## config.mk

```make
export PLATFORM = sky130hd
export DESIGN_NAME = wakeup_radio_mac_controller_top
export DESIGN_NICKNAME = d
export VERILOG_FILES = /design/src/hdl/wrmc_pkg.sv /design/src/hdl/wrmc_cfg.sv /design/src/hdl/wrmc_core.sv /design/src/hdl/wrmc_seq.sv /design/src/hdl/wakeup_radio_mac_controller_top.sv
export VERILOG_INCLUDE_DIRS = /design/src /design/src/hdl
export SDC_FILE = /design/constraint.sdc
export NUM_CORES = 1
export LEC_CHECK = 0
export BUFFER_PORTS_ARGS = -buffer_cell sky130_fd_sc_hd__buf_4
export CORE_ASPECT_RATIO = 1.5
export CORE_UTILIZATION = 62
export DETAILED_ROUTE_END_ITERATION = 8
export GPL_ROUTABILITY_DRIVEN = 1
export PLACE_DENSITY_LB_ADDON = 0.2
export SLEW_MARGIN = 20
export SYNTH_ARGS = -nofsm -noshare
export SYNTH_HDL_FRONTEND = slang
export SYNTH_SLANG_ARGS = --single-unit
```

## constraint.sdc

```tcl
create_clock -name clk_i -period 12 [get_ports clk_i]
set_clock_uncertainty 0.15 [all_clocks]
set_input_delay 0 -clock clk_i [delete_from_list [all_inputs] [get_ports clk_i]]
set_output_delay 0 -clock clk_i [all_outputs]
set_load 0.05 [all_outputs]
```

## src/hdl/wakeup_radio_mac_controller_top_macros.svh

```systemverilog
// Assertion macros shared by the wake-up radio MAC controller RTL.
`ifndef WAKEUP_RADIO_MAC_CONTROLLER_TOP_MACROS_SVH
`define WAKEUP_RADIO_MAC_CONTROLLER_TOP_MACROS_SVH

// Property that holds at every clock edge outside reset.
`define WRMC_ASSERT(lbl, expr, msg) \
  lbl: assert property (@(posedge clk_i) disable iff (!rst_ni) (expr)) else $error(msg);

// Antecedent in one cycle implies consequent in the next.
`define WRMC_ASSERT_NEXT(lbl, ante, cons, msg) \
  lbl: assert property (@(posedge clk_i) disable iff (!rst_ni) (ante) |=> (cons)) \
    else $error(msg);

`endif

```

## src/hdl/wrmc_pkg.sv

```systemverilog
// Types, codes and constants of the wake-up radio MAC controller.
`timescale 1ns / 1ps
package wrmc_pkg;

  localparam int unsigned QueueDepthDef = 64;
  localparam int unsigned NumRes        = 5;
  localparam int unsigned ResCntW       = 3;
  localparam int unsigned WinW          = 16;
  localparam int unsigned CfgIdxW       = 2;
  localparam logic [WinW-1:0] WinReset  = 16'd1000;
  localparam int unsigned QueuedW       = 7;

  typedef enum logic [2:0] {
    CMD_TICK      = 3'd0,
    CMD_ENQ       = 3'd1,
    CMD_WTX_OK    = 3'd2,
    CMD_WRX_START = 3'd3,
    CMD_WRX_OK    = 3'd4
  } cmd_e;

  typedef enum logic [2:0] {
    MODE_IDLE = 3'd0,
    MODE_WTX  = 3'd1,
    MODE_WRX  = 3'd2,
    MODE_DTX  = 3'd3,
    MODE_DRX  = 3'd4
  } mode_e;

  typedef enum logic [2:0] {
    ACT_WTX = 3'd0,
    ACT_WRX = 3'd1,
    ACT_DTX = 3'd2,
    ACT_DRX = 3'd3,
    ACT_OFF = 3'd4
  } action_e;

  typedef enum logic [CfgIdxW-1:0] {
    CFG_TX_WAKE = 2'd0,
    CFG_RX_WAKE = 2'd1,
    CFG_DATA_TX = 2'd2,
    CFG_DATA_RX = 2'd3
  } cfg_idx_e;

  typedef struct packed {
    logic [WinW-1:0] tx_wake;
    logic [WinW-1:0] rx_wake;
    logic [WinW-1:0] data_tx;
    logic [WinW-1:0] data_rx;
  } win_t;

  typedef struct packed {
    logic [2:0]  cmd;
    logic [15:0] wake_seq;
    logic        wake_seq_given;
    logic        wake_off;
    logic        main_off;
  } ev_t;

  typedef struct packed {
    action_e             action;
    logic [15:0]         seq;
    logic                seq_vld;
    mode_e               mode;
    logic [QueuedW-1:0]  queued;
    logic                dropped;
  } res_t;

  typedef struct packed {
    logic [ResCntW-1:0]  cnt;
    res_t [NumRes-1:0]   r;
  } res_set_t;

endpackage

```

## src/hdl/wrmc_cfg.sv

```systemverilog
// Window register file; a zero window loads its timer with one.
`timescale 1ns / 1ps
module wrmc_cfg
  import wrmc_pkg::*;
(
  input  logic               clk_i,
  input  logic               rst_ni,
  input  logic               we_i,
  input  logic [CfgIdxW-1:0] idx_i,
  input  logic [WinW-1:0]    wdata_i,
  output win_t               load_o
);

  win_t win_q;

  always_ff @(posedge clk_i or negedge rst_ni) begin
    if (!rst_ni) begin
      win_q <= '{WinReset, WinReset, WinReset, WinReset};
    end else if (we_i) begin
      unique case (cfg_idx_e'(idx_i))
        CFG_TX_WAKE: win_q.tx_wake <= wdata_i;
        CFG_RX_WAKE: win_q.rx_wake <= wdata_i;
        CFG_DATA_TX: win_q.data_tx <= wdata_i;
        CFG_DATA_RX: win_q.data_rx <= wdata_i;
        default: ;
      endcase
    end
  end

  function automatic logic [WinW-1:0] fix0(logic [WinW-1:0] w);
    return (w == '0) ? WinW'(1) : w;
  endfunction

  assign load_o.tx_wake = fix0(win_q.tx_wake);
  assign load_o.rx_wake = fix0(win_q.rx_wake);
  assign load_o.data_tx = fix0(win_q.data_tx);
  assign load_o.data_rx = fix0(win_q.data_rx);

endmodule

```

## src/hdl/wrmc_core.sv

```systemverilog
// Mode, queue count and timers; evaluates one event into its result set.
`timescale 1ns / 1ps
`include "wakeup_radio_mac_controller_top_macros.svh"
module wrmc_core
  import wrmc_pkg::*;
#(
  parameter int unsigned QueueDepth = QueueDepthDef
) (
  input  logic     clk_i,
  input  logic     rst_ni,
  input  logic     beat_i,
  input  ev_t      ev_i,
  input  win_t     win_i,
  output res_set_t set_o
);

  localparam int unsigned CntW = $clog2(QueueDepth + 1);
  localparam logic [CntW-1:0] CntMax = CntW'(QueueDepth);

  mode_e           mode_q, mode_d;
  logic [CntW-1:0] pw_q, pw_d;
  logic [WinW-1:0] tx_q, tx_d, rx_q, rx_d, dtx_q, dtx_d, drx_q, drx_d;
  logic            drop;

  function automatic res_t mk(action_e a, logic [15:0] s, logic v, mode_e md,
                              logic [QueuedW-1:0] qd, logic d);
    res_t r;
    r.action  = a;
    r.seq     = s;
    r.seq_vld = v;
    r.mode    = md;
    r.queued  = qd;
    r.dropped = d;
    return r;
  endfunction

  // queue count after the event
  always_comb begin
    pw_d = pw_q;
    drop = 1'b0;
    if (ev_i.cmd == CMD_ENQ) begin
      if (pw_q < CntMax) pw_d = pw_q + CntW'(1);
      else drop = 1'b1;
    end else if (ev_i.cmd == CMD_WTX_OK && mode_q == MODE_WTX && tx_q != '0 &&
                 !ev_i.main_off && pw_q != '0) begin
      pw_d = pw_q - CntW'(1);
    end
  end

  always_comb begin
    logic               e_tx, e_rx, e_dtx, e_drx;
    logic [CntW+6:0]    ext;
    logic [QueuedW-1:0] qd;
    logic [ResCntW-1:0] n;
    logic               can_wtx;
    ext     = {{QueuedW{1'b0}}, pw_d};
    qd      = ext[QueuedW-1:0];
    n       = '0;
    set_o   = '0;
    mode_d  = mode_q;
    tx_d    = tx_q;
    rx_d    = rx_q;
    dtx_d   = dtx_q;
    drx_d   = drx_q;
    can_wtx = !ev_i.wake_off;
    e_tx    = 1'b0;
    e_rx    = 1'b0;
    e_dtx   = 1'b0;
    e_drx   = 1'b0;
    unique case (ev_i.cmd)
      CMD_TICK: begin
        e_tx  = (tx_q == WinW'(1));
        e_rx  = (rx_q == WinW'(1));
        e_dtx = (dtx_q == WinW'(1));
        e_drx = (drx_q == WinW'(1));
        if (tx_q != '0) tx_d = tx_q - WinW'(1);
        if (rx_q != '0) rx_d = rx_q - WinW'(1);
        if (dtx_q != '0) dtx_d = dtx_q - WinW'(1);
        if (drx_q != '0) drx_d = drx_q - WinW'(1);
        if (e_tx && (mode_d == MODE_WTX || mode_d == MODE_IDLE) && pw_q != '0 &&
            can_wtx) begin
          tx_d = win_i.tx_wake;
          mode_d = MODE_WTX;
          set_o.r[n] = mk(ACT_WTX, 16'd0, 1'b0, mode_d, qd, 1'b0);
          n = n + ResCntW'(1);
        end
        if (e_rx && (mode_d == MODE_WRX || mode_d == MODE_IDLE)) begin
          mode_d = MODE_IDLE;
          set_o.r[n] = mk(ACT_OFF, 16'd0, 1'b0, mode_d, qd, 1'b0);
          n = n + ResCntW'(1);
        end
        if (e_dtx) begin
          mode_d = MODE_IDLE;
          set_o.r[n] = mk(ACT_OFF, 16'd0, 1'b0, mode_d, qd, 1'b0);
          n = n + ResCntW'(1);
          if (pw_q != '0 && can_wtx) begin
            tx_d = win_i.tx_wake;
            mode_d = MODE_WTX;
            set_o.r[n] = mk(ACT_WTX, 16'd0, 1'b0, mode_d, qd, 1'b0);
            n = n + ResCntW'(1);
          end
        end
        if (e_drx && mode_d == MODE_DRX) begin
          mode_d = MODE_IDLE;
          set_o.r[n] = mk(ACT_OFF, 16'd0, 1'b0, mode_d, qd, 1'b0);
          n = n + ResCntW'(1);
        end
      end
      CMD_ENQ: begin
        if (mode_q == MODE_IDLE && can_wtx) begin
          tx_d = win_i.tx_wake;
          mode_d = MODE_WTX;
          set_o.r[n] = mk(ACT_WTX, ev_i.wake_seq_given ? ev_i.wake_seq : 16'd0,
                          ev_i.wake_seq_given, mode_d, qd, drop);
          n = n + ResCntW'(1);
        end
      end
      CMD_WTX_OK: begin
        if (mode_q == MODE_WTX && tx_q != '0) begin
          tx_d = '0;
          if (!ev_i.main_off) begin
            dtx_d = win_i.data_tx;
            mode_d = MODE_DTX;
            set_o.r[n] = mk(ACT_DTX, 16'd0, 1'b0, mode_d, qd, 1'b0);
            n = n + ResCntW'(1);
          end
        end
      end
      CMD_WRX_START: begin
        rx_d = win_i.rx_wake;
        mode_d = MODE_WRX;
        set_o.r[n] = mk(ACT_WRX, 16'd0, 1'b0, mode_d, qd, 1'b0);
        n = n + ResCntW'(1);
      end
      CMD_WRX_OK: begin
        if (mode_q == MODE_WRX && rx_q != '0) begin
          rx_d = '0;
          drx_d = win_i.data_rx;
          mode_d = MODE_DRX;
          set_o.r[n] = mk(ACT_DRX, 16'd0, 1'b0, mode_d, qd, 1'b0);
          n = n + ResCntW'(1);
        end
      end
      default: ;
    endcase
    set_o.cnt = n;
  end

  always_ff @(posedge clk_i or negedge rst_ni) begin
    if (!rst_ni) begin
      mode_q <= MODE_IDLE;
      pw_q   <= '0;
      tx_q   <= '0;
      rx_q   <= '0;
      dtx_q  <= '0;
      drx_q  <= '0;
    end else if (beat_i) begin
      mode_q <= mode_d;
      pw_q   <= pw_d;
      tx_q   <= tx_d;
      rx_q   <= rx_d;
      dtx_q  <= dtx_d;
      drx_q  <= drx_d;
    end
  end

  `WRMC_ASSERT(a_cnt_range, pw_q <= CntMax, "queue count above depth")
  `WRMC_ASSERT(a_set_size, set_o.cnt <= ResCntW'(NumRes), "result set too large")
  `WRMC_ASSERT_NEXT(a_wrx_start, beat_i && ev_i.cmd == CMD_WRX_START,
                    mode_q == MODE_WRX && rx_q != '0, "wake rx start not taken")
  `WRMC_ASSERT_NEXT(a_drop_full, beat_i && drop, pw_q == CntMax,
                    "drop with room in queue")

endmodule

```

## src/hdl/wrmc_seq.sv

```systemverilog
// Result sequencer: an active result set drains one beat per cycle while ready_i is high, one set waits behind it.
`timescale 1ns / 1ps
`include "wakeup_radio_mac_controller_top_macros.svh"
module wrmc_seq
  import wrmc_pkg::*;
(
  input  logic     clk_i,
  input  logic     rst_ni,
  input  logic     push_i,
  input  res_set_t set_i,
  output logic     ready_o,
  output logic     valid_o,
  input  logic     ready_i,
  output res_t     res_o,
  output logic     last_o
);

  res_t [NumRes-1:0]  act_q;
  res_t [NumRes-1:0]  hold_q;
  logic [ResCntW-1:0] act_cnt_q, hold_cnt_q, ptr_q;
  logic               hold_vld_q;
  logic               busy, pop, done;

  assign busy    = (ptr_q != act_cnt_q);
  assign pop     = busy && ready_i;
  assign last_o  = (ptr_q == act_cnt_q - ResCntW'(1));
  assign done    = !busy || (pop && last_o);
  assign ready_o = !hold_vld_q;
  assign valid_o = busy;
  assign res_o   = act_q[ptr_q];

  always_ff @(posedge clk_i or negedge rst_ni) begin
    if (!rst_ni) begin
      act_cnt_q  <= '0;
      hold_cnt_q <= '0;
      ptr_q      <= '0;
      hold_vld_q <= 1'b0;
    end else begin
      if (done && hold_vld_q) begin
        act_q      <= hold_q;
        act_cnt_q  <= hold_cnt_q;
        ptr_q      <= '0;
        hold_vld_q <= 1'b0;
      end else if (done && push_i) begin
        act_q     <= set_i.r;
        act_cnt_q <= set_i.cnt;
        ptr_q     <= '0;
      end else begin
        if (pop) ptr_q <= ptr_q + ResCntW'(1);
        if (push_i) begin
          hold_q     <= set_i.r;
          hold_cnt_q <= set_i.cnt;
          hold_vld_q <= 1'b1;
        end
      end
    end
  end

  `WRMC_ASSERT(a_ptr_range, ptr_q <= act_cnt_q, "read pointer past set end")
  `WRMC_ASSERT(a_cnt_range, act_cnt_q <= ResCntW'(NumRes) &&
               hold_cnt_q <= ResCntW'(NumRes), "set count too large")
  `WRMC_ASSERT_NEXT(a_hold_drain, hold_vld_q && done, !hold_vld_q && ptr_q == '0,
                    "waiting set not moved up")

endmodule

```

## src/hdl/wakeup_radio_mac_controller_top.sv

```systemverilog
// Top level of the wake-up radio MAC controller.
//
//   channel   dir  handshake                    payload
//   s_axis    in   s_axis_tvalid/s_axis_tready  tuser cmd, tdata flags and wake seq
//   m_axis    out  m_axis_tvalid/m_axis_tready  tuser action, tdata result, tlast
//   cfg       in   cfg_we_i                     cfg_idx_i, cfg_wdata_i
//
// An event beat updates mode, queue and timers in the cycle it is taken.
// It yields zero to three result beats, sent one per cycle while m_axis_tready is high, from a registered set.
// One set drains while the next waits, so input stalls only with both held.
// Reset: idle, empty queue, timers stopped, windows 1000; no clearing pass.
`timescale 1ns / 1ps
module wakeup_radio_mac_controller_top
  import wrmc_pkg::*;
#(
  parameter int unsigned QueueDepth = QueueDepthDef
) (
  input  logic               clk_i,
  input  logic               rst_ni,
  input  logic               s_axis_tvalid,
  output logic               s_axis_tready,
  input  logic [23:0]        s_axis_tdata,   // wake_seq, wake_seq_given,
                                             // wake_radio_disabled, main_radio_disabled
  input  logic [2:0]         s_axis_tuser,   // cmd
  output logic               m_axis_tvalid,
  input  logic               m_axis_tready,
  output logic [31:0]        m_axis_tdata,   // seq_out, seq_out_valid, mode_now,
                                             // queued, dropped
  output logic [2:0]         m_axis_tuser,   // action
  output logic               m_axis_tlast,
  input  logic               cfg_we_i,
  input  logic [CfgIdxW-1:0] cfg_idx_i,
  input  logic [WinW-1:0]    cfg_wdata_i
);

  win_t     win;
  ev_t      ev;
  res_set_t set;
  res_t     res;
  logic     beat;

  assign beat              = s_axis_tvalid && s_axis_tready;
  assign ev.cmd            = s_axis_tuser;
  assign ev.wake_seq       = s_axis_tdata[15:0];
  assign ev.wake_seq_given = s_axis_tdata[16];
  assign ev.wake_off       = s_axis_tdata[17];
  assign ev.main_off       = s_axis_tdata[18];

  wrmc_cfg u_cfg (
    .clk_i   (clk_i),
    .rst_ni  (rst_ni),
    .we_i    (cfg_we_i),
    .idx_i   (cfg_idx_i),
    .wdata_i (cfg_wdata_i),
    .load_o  (win)
  );

  wrmc_core #(
    .QueueDepth (QueueDepth)
  ) u_core (
    .clk_i  (clk_i),
    .rst_ni (rst_ni),
    .beat_i (beat),
    .ev_i   (ev),
    .win_i  (win),
    .set_o  (set)
  );

  wrmc_seq u_seq (
    .clk_i   (clk_i),
    .rst_ni  (rst_ni),
    .push_i  (beat),
    .set_i   (set),
    .ready_o (s_axis_tready),
    .valid_o (m_axis_tvalid),
    .ready_i (m_axis_tready),
    .res_o   (res),
    .last_o  (m_axis_tlast)
  );

  assign m_axis_tuser = res.action;
  assign m_axis_tdata = {4'b0, res.dropped, res.queued, res.mode, res.seq_vld, res.seq};

endmodule

```

==> flow_metrics.py <==
metrics = {
    "outcome": {
        "outcome": "finished, final reports clean",
    },
    "clock_network": {
        "clk_path_buf_depth": 3,
        "clk_latency_ps": 530,
        "htreeDepth": 1,
        "postCtsSetupBuffers": 0,
        "cts_root_buf": "clkbuf_16",
        "cts_tree": "done",
        "path_clk_slew_ps": 60,
        "cts_buffers": 26,
        "cts.sinks": 282,
    },
    "placement": {
        "dpl-instance-area_um2": 15240,
        "place_congestion": 0.9221,
        "port_buffers": 78,
        "dp_hpwl_um": 23270,
    },
    "floorplan": {
        "start_util_pct": 62.99,
        "core_um2": 22890,
        "die_height_um": 188.8,
        "num_rows": 68,
        "die_w_um": 126.5,
        "io_pins": 88,
        "die_area_um2": 23880,
    },
    "critical_path": {
        "critical_path.cell_chain": "inv_1 > ha_1 > nor3b_1 > a21o_2 > nor4_2 > nor4_1 > ha_1 > nand4_1 > o32a_1 > o311ai_4 > a211oi_2 > nor2b_1 > mux2_2",
        "cpMaxStageDelayCell": "a211oi_2",
        "cp.arrival_ps": 5390,
        "crit_required_ps": 12130,
        "worst_setup_path_start_kind": "flip-flop",
        "crit_top_cell": "ha_1",
        "path_buf_inv": 1,
        "end_kind": "flip-flop",
        "path_class": "reg2reg",
        "crit_fanout": 14,
        "critPathMaxStageDelay_ps": 860,
        "cp_top_family": "simple AND/OR/NAND/NOR gates",
    },
    "grt": {
        "grt_first_pass_wirelength_um": 57140,
        "grt_max_degree": 70,
        "grtUsageTotal_pct": 30.80,
        "gr-usage-met2_pct": 58.16,
        "grtUsageMet3_pct": 2.981,
        "grt_antenna_before_repair": 0,
        "first_global_vias": 11000,
        "grt-ovfl-total": 0,
        "met1_usage_pct": 35.80,
        "grt-busiest-layer": "met2",
    },
    "timing": {
        "period_needed_ps": 5258,
        "grt_setup_unrepaired": "no",
        "drv_slew": 0,
        "tns_ps": 0,
        "relSlewSlack_pct": 25.29,
        "finalCritPeriodShare_pct": 43.82,
        "worstMarginPinSlew_ps": 1112,
        "setup_viol": 0,
        "fmax_mhz": 190.2,
        "hold_violations": 0,
    },
    "layout": {
        "n_antenna_cell": 0,
        "nFillCells": 1600,
        "final_core_util_pct": 73.23,
        "area_growth_pct": 16.26,
        "seq_area_um2": 7757,
        "layout-drive-gt1-share_pct": 21.25,
        "final_cell_area_um2": 16760,
        "multi_input_area_um2": 6261,
        "fin_nets": 1517,
    },
    "power": {
        "powerDensity_nw_per_um2": 231.2,
        "p_leak_uw": 0.006620,
        "peakVddDrop_mv": 0.1510,
    },
    "synthesis": {
        "synthFlopType": "edfxtp_1",
        "synthArstFlopShare_pct": 52.48,
        "syn-mean-instance-area_um2": 10.90,
        "synthDistinctLibCells": 87,
        "syn_area_um2": 14420,
        "synth_cells": 1323,
        "yosysWarnings": 0,
        "synth_edf_count": 134,
        "ys_seq_elements": 282,
        "yosysSeqAreaShare_pct": 53.81,
    },
    "route": {
        "first_iter_violations": 1004,
        "drt_pre_antenna_iters": 5,
        "routed_wl_um": 35580,
        "ant_nets": 0,
        "vias_per_cell": 6.371,
        "drt-wirelength-per-cell_um": 20.35,
        "remaining_drc_errors": 0,
        "dr_total_vias": 11140,
    },
    "hold_path": {
        "hold_path_class": "in2reg",
    },
    "flow_run": {
        "cap_violations": 0,
    },
}
==> routing by layer <==
metal / up-vias / wire, um
met5: - / 0
met4: 0 / 1114
met3: 70 / 1666
met2: 364 / 19500
met1: 5529 / 13290
li1: 5173 / -
==> cells in the final DEF, fill, tap and decap left out, drive strengths merged, types with 19 or more instances in the layout <==
cell type	count
a21oi	71
and2	30
and3	28
buf	97
clkbuf	43
dfrtp	124
dfstp	24
dlygate4sd3	65
edfxtp	134
ha	19
inv	42
mux2	104
nand2	108
nand3	25
nor2	125
nor3	43
nor4	35
o21ai	124
==> what timing repair did <==
action / 4_1_cts / 5_1_grt
gates resized for setup: 0 / 0
hold endpoints to repair: 195 / 0
hold buffers: 66 / 0
==> cell families after synthesis <==
family	Yosys count	share of synthesized area [%]
muxes	114	9.599
adders and majority gates	19	1.649
xor gates and xnor gates	18	1.198
other	1	0.02601
and+or+nand+nor	455	15.83
DFF	282	53.81
buffers and inverters	111	3.194
AOI/OAI and AO/OA	323	14.69
==> final timing paths <==
kind | slack [ps] | start | cells after the start | to
worst min-delay path | 70 | s_axis_tdata[17] | 5 | u_seq.act_cnt_q[2]
worst max register to register | 6740 | u_core.pw_q[1] | 13 | u_seq.act_q[1]
worst min register to register | 330 | u_seq.hold_cnt_q[2] | 2 | u_seq.hold_cnt_q[2]
worst max-delay path | 6740 | u_core.pw_q[1] | 13 | u_seq.act_q[1]
max in group asynchronous | 10310 | rst_ni | 4 | u_cfg.win_q[33]
min in group asynchronous | 490 | rst_ni | 3 | u_cfg.win_q[5]
==> Yosys cell counts (30+ instances only) <==
| library cell | count | area share [%] |
|---|---|---|
| a21oi_1 | 71 | 2.5 |
| and2_1 | 30 | 1.3 |
| clkbuf_1 | 49 | 1.3 |
| dfrtp_1 | 124 | 22 |
| edfxtp_1 | 134 | 28 |
| inv_1 | 41 | 1.1 |
| mux2_2 | 104 | 8.1 |
| nand2_1 | 108 | 2.8 |
| nor2_1 | 118 | 3.1 |
| nor3_1 | 42 | 1.5 |
| nor4_1 | 32 | 1.4 |
| o21ai_0 | 119 | 4.1 |
==> worst reg2reg max path, cell delays in order (launching register included) <==
cell and delay, ps:
dfrtp_1 480, inv_1 140, ha_1 150, nor3b_1 520
a21o_2 320, nor4_2 130, nor4_1 750, ha_1 550
nand4_1 170, o32a_1 210, o311ai_4 100, a211oi_2 860
nor2b_1 170, mux2_2 310
==> stage by stage <==
stage	total power [uW]	hold WS [ps]	instances	setup WS, ps
after floorplan	2606	-445.6	1327	6931
after global placement	2974	-62.28	1634	6887
after detailed placement	3024	-67.49	1634	6796
after CTS	3874	60.66	1748	6792
after global routing	4086	90.94	1748	6461
final	3876	72.07	1748	6742
==> cell type report <==
cell class / instances / share of cell area [%]
Clock buffer: 43 / 4.509
Clock inverter: 5 / 0.4479
Timing Repair Buffer: 162 / 8.369
Inverter: 42 / 0.9406
Sequential cell: 282 / 46.29
Multi-Input combinational cell: 934 / 37.36
Tap cell: 280 / 2.090
==> flip-flops by register name, summed over array words and instances, names as in the netlist, 7 cells and up <==
signal        flops
u_seq.act_q      67
u_seq.hold_q     67
u_cfg.win_q      64
u_core.drx_q     16
u_core.dtx_q     16
u_core.rx_q      16
u_core.tx_q      16
u_core.pw_q       7
==> power by group <==
part | switching (uW) | internal (uW) | total, uW | leakage (uW)
clock | 349 | 472 | 821 | 0.000404
sequential | 192 | 1330 | 1520 | 0.00307
combinational | 971 | 565 | 1540 | 0.00314
total | 1510 | 2360 | 3880 | 0.00662
Note: power is estimated with default switching activity, not from simulation.
